`config.mk`:
```
export PLATFORM = sky130hd
export DESIGN_NAME = vfd_hash
export DESIGN_NICKNAME = d
export VERILOG_FILES = /design/src/rtl/vfd_pkg.sv /design/src/rtl/vfd_hash.sv
export SDC_FILE = /design/constraint.sdc
export NUM_CORES = 1
export LEC_CHECK = 0
export CORE_UTILIZATION = 68
export CTS_CLUSTER_DIAMETER = 50
export CTS_CLUSTER_SIZE = 10
export DETAILED_ROUTE_END_ITERATION = 16
export DONT_BUFFER_PORTS = 1
export PLACE_DENSITY = 0.84
export SLEW_MARGIN = 20
export SYNTH_ARGS = -nofsm -noshare
export SYNTH_HDL_FRONTEND = slang
export SYNTH_SLANG_ARGS = --single-unit
```
`constraint.sdc`:
```
create_clock -name clk -period 8.95 [get_ports clk]
set_input_delay 1.3425 -clock clk [delete_from_list [all_inputs] [get_ports clk]]
set_output_delay 1.3425 -clock clk [all_outputs]
set_load 0.005 [all_outputs]
```
`src/rtl/vfd_pkg.sv`:
```
`default_nettype none

package vfd_pkg;

	localparam int TABLE_DEPTH = 512;
	localparam int TABLE_WAYS  = 4;
	localparam int TABLE_SETS  = TABLE_DEPTH / TABLE_WAYS;
	localparam int SET_W       = $clog2(TABLE_SETS);
	localparam int WAY_W       = (TABLE_WAYS > 1) ? $clog2(TABLE_WAYS) : 1;

	localparam int LEN_W  = 14;
	localparam int MAC_W  = 48;
	localparam int ETY_W  = 16;
	localparam int TCI_W  = 16;
	localparam int VID_W  = 12;
	localparam int PORT_W = 9;
	localparam int KEY_W  = VID_W + MAC_W;

	localparam logic [ETY_W-1:0] TPID_VLAN      = 16'h8100;
	localparam logic [TCI_W-1:0] VID_FIELD_MASK = 16'h0fff;
	localparam logic [LEN_W-1:0] ETH_HDR_BYTES  = 14'd14;
	localparam logic [LEN_W-1:0] TAG_BYTES      = 14'd4;

	localparam int HASH_SH1   = 20;
	localparam int HASH_SH2   = 40;
	localparam int HASH_SHIFT = 32;
	localparam int HASH_W     = HASH_SHIFT + SET_W;
	localparam int P_LO_W     = (HASH_W + 1) / 2;
	localparam int P_HI_W     = HASH_W - P_LO_W;
	localparam logic [63:0] HASH_MULT = 64'h9e3779b97f4a7c15;

	typedef enum logic [1:0] {
		VERDICT_PASS       = 2'd0,
		VERDICT_DROP       = 2'd1,
		VERDICT_REDIRECT   = 2'd2,
		VERDICT_WRITE_DONE = 2'd3
	} verdict_t;

	typedef enum logic [1:0] {
		ST_IDLE,
		ST_HASH,
		ST_LOOK
	} state_t;

	typedef logic [SET_W-1:0] set_t;
	typedef logic [KEY_W-1:0] key_t;

	typedef struct packed {
		logic              kind;
		logic [LEN_W-1:0]  frame_length;
		logic [MAC_W-1:0]  dest_mac;
		logic [ETY_W-1:0]  outer_ethertype;
		logic [TCI_W-1:0]  tag_control;
		logic [ETY_W-1:0]  inner_ethertype;
		logic [VID_W-1:0]  write_vlan;
		logic [MAC_W-1:0]  write_mac;
		logic [PORT_W-1:0] write_port;
	} req_t;

	typedef struct packed {
		verdict_t          verdict;
		logic [PORT_W-1:0] egress_port;
		logic [ETY_W-1:0]  new_ethertype;
		logic [LEN_W-1:0]  new_length;
		logic              table_full;
	} rsp_t;

	typedef struct packed {
		logic              vld;
		key_t              key;
		logic [PORT_W-1:0] port;
	} way_t;

	typedef way_t [TABLE_WAYS-1:0] row_t;

	typedef struct packed {
		logic rd_en;
		set_t rd_set;
		logic wr_en;
		set_t wr_set;
		row_t wr_row;
	} tbl_ctl_t;

endpackage

`default_nettype wire

```
`src/rtl/vfd_hash.sv`:
```
`default_nettype none

module vfd_hash (
	input  wire logic          clk,
	input  wire logic          ld,
	input  wire vfd_pkg::key_t key,
	output vfd_pkg::set_t      set
);

	vfd_pkg::key_t                 h;
	logic [vfd_pkg::P_LO_W-1:0]    h_lo;
	logic [vfd_pkg::P_HI_W-1:0]    h_hi;
	logic [vfd_pkg::P_LO_W-1:0]    c_lo;
	logic [vfd_pkg::P_HI_W-1:0]    c_hi;
	logic [2*vfd_pkg::P_LO_W-1:0]  pp_ll_s1;
	logic [vfd_pkg::P_HI_W-1:0]    pp_hl_s1;
	logic [vfd_pkg::P_HI_W-1:0]    pp_lh_s1;
	logic [vfd_pkg::HASH_W-1:0]    sum;

	// fold, then low bits of the golden-ratio multiply as partial products
	assign h    = key ^ (key >> vfd_pkg::HASH_SH1) ^ (key >> vfd_pkg::HASH_SH2);
	assign h_lo = h[vfd_pkg::P_LO_W-1:0];
	assign h_hi = h[vfd_pkg::P_LO_W +: vfd_pkg::P_HI_W];
	assign c_lo = vfd_pkg::HASH_MULT[vfd_pkg::P_LO_W-1:0];
	assign c_hi = vfd_pkg::HASH_MULT[vfd_pkg::P_LO_W +: vfd_pkg::P_HI_W];

	always_ff @(posedge clk) begin
		if (ld) begin
			pp_ll_s1 <= (2*vfd_pkg::P_LO_W)'(h_lo) * (2*vfd_pkg::P_LO_W)'(c_lo);
			pp_hl_s1 <= h_hi * vfd_pkg::P_HI_W'(c_lo);
			pp_lh_s1 <= vfd_pkg::P_HI_W'(h_lo) * c_hi;
		end
	end

	assign sum = vfd_pkg::HASH_W'(pp_ll_s1)
		+ {pp_hl_s1 + pp_lh_s1, vfd_pkg::P_LO_W'(0)};
	assign set = sum[vfd_pkg::HASH_SHIFT +: vfd_pkg::SET_W];

endmodule

`default_nettype wire

```
; ---- Word level (Yosys, flattened, before mapping)
; Index checks and enable logic that the tools add are counted.
[op_classes]
add_sub_neg = 2
n_mul = 3
bitwise_logic = 2
[op_table]
columns = op, count
row1 = adder 39 bit, 1
row2 = multiplier 20 x 20 -> 39 bit (second input constant), 1
row3 = XOR 39 x 20 -> 39 bit, 1
row4 = XOR 39 bit, 1
row5 = adder 19 bit, 1
row6 = multiplier 19 x 16 -> 17 bit (second input constant), 1
row7 = multiplier 19 x 18 -> 19 bit (second input constant), 1
[word_totals]
ff_bits = 75
in_bits = 62
out_inout_bits = 7
elab_cells = 10

; ---- Logic depth before layout (Yosys ltp)
[depth]
depth_word = 3
mapped_depth = 27
ltp_nobuf = 27

; ---- Worst setup path before layout
; Ideal clock, no wire load.
[synth_timing]
path_type = input-to-reg
startpoint = input key[45]
endpoint = register pp_ll_s1[38] (netlist bit) (data pin)
arrival_ns = 8.123
required_time_ns = 8.690
path_slack_ns = 0.567
cell_stages = 25
path_buffers = 0
cell_sequence = xor2_1 > xnor2_1 > clkinv_1 > xnor2_1 > ha_1 > or2_2 > ha_1 > fa_1 > fa_1 > fa_1 > fa_1 > inv_1 > fa_1 > inv_1 > ha_1 > nand4_1 > a211oi_1 > o211ai_1 > a21boi_1 > a41oi_2 > o21ai_2 > o41ai_4 > o2111ai_1 > a21oi_1 > xnor2_1
[synth_between]
elab_chain_len = 2
[synth_rtl]
columns = element, line
row1 = from (decl), vfd_hash.sv:6  ; input wire vfd_pkg::key_t key,
row2 = XOR 39 x 20 -> 39 bit, vfd_hash.sv:21  ; assign h = key ^ (key >> vfd_pkg::HASH_SH1) ^ (key >> vfd_pkg::HASH_SH2);
row3 = multiplier 20 x 20 -> 39 bit, vfd_hash.sv:29  ; pp_ll_s1 <= (2*vfd_pkg::P_LO_W)'(h_lo) * (2*vfd_pkg::P_LO_W)'(c_lo);
row4 = to (signal assigned), vfd_hash.sv:29
row5 = to (decl), vfd_hash.sv:15  ; logic [2*vfd_pkg::P_LO_W-1:0] pp_ll_s1;
; Every way passes these cells.
; A chain may end at the register's enable or synchronous reset.

; ---- Final worst setup path
; Same ends and word-level chain as after synthesis.

==> results.sh <==
export IMPL_rows=53
export IMPL_initial_core_util=0.691
export IMPL_grt_usage=0.331
export IMPL_area_delta_synth_final_pct=5.04
export IMPL_totalWireLength_mm=33.7
export IMPL_synth_area_leaders="ha_1 (31%), fa_1 (29%), edfxtp_1 (11%)"
export IMPL_nets=2062
export IMPL_async_flop_share=0
export IMPL_drv_slew=0
export IMPL_maxCapViolCount=0
export IMPL_ys_types=48
export IMPL_arrival_ns=8.30
export IMPL_first_pass_iters=5
export IMPL_yosysTopAreaCell="ha_1"
export IMPL_netlist_instances=1393
export IMPL_status="complete, no violations"
export IMPL_grt_overflow=0
export IMPL_synth_edff_count=55
export IMPL_dieArea_sq_mm=0.0219
export IMPL_portBuffers=0
export IMPL_diodes=0
export IMPL_dp_hpwl_mm=29.6
export IMPL_gp_congestion=1.04
export IMPL_finalHoldViolCount=0
export IMPL_whs_ns=1.15
export IMPL_cp_top_family="adder cells"
export IMPL_numCtsBuffers=5
export IMPL_antenna_found_initial=0
export IMPL_avgViaCountPerCell=5.74
export IMPL_tritoncts="built"
export IMPL_cp_buffers_inverters=3
export IMPL_slowest_stage="fa_1"
export IMPL_clock_path_buffers=2
export IMPL_worst_slew_pin_slew_ns=0.628
export IMPL_die_y_um=148
export IMPL_synth_most_common_cell="inv_1"
export IMPL_post_drt_wl_per_cell_um=19.7
export IMPL_grt_start_max_net_pins=56
export IMPL_root_buffer="clkbuf_16"
export IMPL_maxSlewHeadroom=0.579
export IMPL_h_tree_depth=2
export IMPL_syn_area_sq_mm=0.0145
export IMPL_clock_sinks=55
export IMPL_route_detailed_drc=0
export IMPL_min_path_type="in -> reg"
export IMPL_grt_pass1_wl_mm=54.8
export IMPL_synth_common_cells="inv_1 (370), ha_1 (361), fa_1 (208), xnor2_1 (108), edfxtp_1 (55)"
export IMPL_synth_seq_cells=55
export IMPL_core_area_sq_mm=0.0210
export IMPL_post_cts_resized=0
export IMPL_cpPeakStageDelay_ns=0.56
export IMPL_crit_path_max_fanout=5
export IMPL_cp_start_kind="input port"
export IMPL_fmax_mhz=121
export IMPL_min_to="pp_hl_s1[14]"
export IMPL_required_ns=9.00
export IMPL_layout_drive_gt1_share=0.0356
export IMPL_ctsHoldBuffers=0
export IMPL_syn_nets=2024
export IMPL_antenna_left=0
export IMPL_yosys_warnings=0
export IMPL_vias=9795
export IMPL_crit_top_cell="fa_1"
export IMPL_whs_path_depth=0
export IMPL_setup_tns_ns=0
export IMPL_synthFlopType="edfxtp_1"
export IMPL_grt_pass1_vias=10803
export IMPL_rsz0062_at_grt="false"
export IMPL_post_route_min_period_ns=8.25
export IMPL_clk_pin_slew_worst_paths_ns=0.07
export IMPL_die_w_um=148
export IMPL_critPathKind="in -> reg"
export IMPL_post_cts_buffers=0
export IMPL_hp_start="ld"
export IMPL_io_pins=69
export IMPL_end_kind="flop"
export IMPL_setup_viol=0
export IMPL_avgSynthCellArea_sq_um=10.4
export IMPL_ys_seq_area_frac=0.114
export IMPL_drt_first_iter_violations=521
export IMPL_synth_top_area_frac=0.312
export IMPL_fin_crit_sh=0.922
[through the flow]
step	instance area [sq um]	setup slack (ns)	std cells	util
after floorplan	14500	0.567	1393	-
after global placement	15100	0.567	1699	0.719
after detailed placement	15100	0.418	1699	0.719
after CTS	15200	0.730	1707	0.726
after global routing	15200	0.226	1707	0.726
final	15200	0.700	1707	0.726
[area by class of cell]
| cell class | count | area [sq um] |
|---|---|---|
| Fill cell | 1464 | 5740 |
| Clock buffer | 5 | 125 |
| Sequential cell | 55 | 1650 |
| Inverter | 373 | 1400 |
| Multi-Input combinational cell | 965 | 11400 |
| Timing Repair Buffer | 31 | 233 |
| Clock inverter | 3 | 27.5 |
| Tap cell | 275 | 344 |
[flip-flops by register name (all words and copies together), names as in the netlist]
signal / count
pp_ll_s1: 22
pp_lh_s1: 14
pp_hl_s1: 19
[how the worst max path moves through the flow]
stage / start / to / slack (ns) / cells after the start
3_5_place_dp: key[46] / pp_ll_s1[38] / 0.42 / 26
4_1_cts: key[45] / pp_ll_s1[38] / 0.73 / 25
3_3_place_gp: key[45] / pp_ll_s1[38] / 0.57 / 25
5_1_grt: key[46] / pp_ll_s1[38] / 0.23 / 26
2_1_floorplan: key[45] / pp_ll_s1[38] / 0.57 / 25
6_report: key[45] / pp_ll_s1[38] / 0.70 / 25
[cell families after synthesis]
group / after synthesis / synth area share
adders and majority gates: 569 / 0.599
DFF: 55 / 0.114
and+or+nand+nor: 119 / 0.0386
xor gates and xnor gates: 148 / 0.0895
buffers and inverters: 373 / 0.0966
AOI/OAI and AO/OA: 129 / 0.0621
[cells in the final DEF (no fill, tap or decap), types with 2 or more instances in the layout]
cell / netlist / layout
or3_1: 3 / 3
edfxtp_1: 55 / 55
o211ai_1: 4 / 4
a211o_1: 2 / 2
nor2b_1: 12 / 12
xor2_1: 40 / 40
a41oi_1: 3 / 3
nand4_1: 4 / 4
nand3_1: 5 / 5
a2111oi_0: 2 / 2
o21bai_1: 7 / 7
nor2_1: 48 / 48
o21ai_0: 20 / 20
a21o_1: 14 / 14
a31o_2: 2 / 2
nor3_1: 14 / 14
nand2_1: 21 / 21
or4_1: 2 / 2
a211oi_1: 7 / 7
buf_4: 0 / 31
ha_1: 361 / 361
o2111ai_1: 2 / 2
clkbuf_16: 0 / 5
clkinv_1: 3 / 3
fa_1: 208 / 208
a21oi_1: 37 / 37
or2_2: 4 / 4
inv_1: 370 / 370
o21a_1: 11 / 11
a21boi_0: 5 / 5
xnor2_1: 108 / 108
[layer usage]
layer,track usage,share of wire,up-vias
met5,0,0,-
met4,0.163,0.055,0
met3,0.0417,0.051,109
met2,0.575,0.50,298
met1,0.406,0.40,4835
li1,-,-,4553
Power is not shown: default switching activity piles up to over one toggle a cycle in this logic, so the estimate is an artifact.
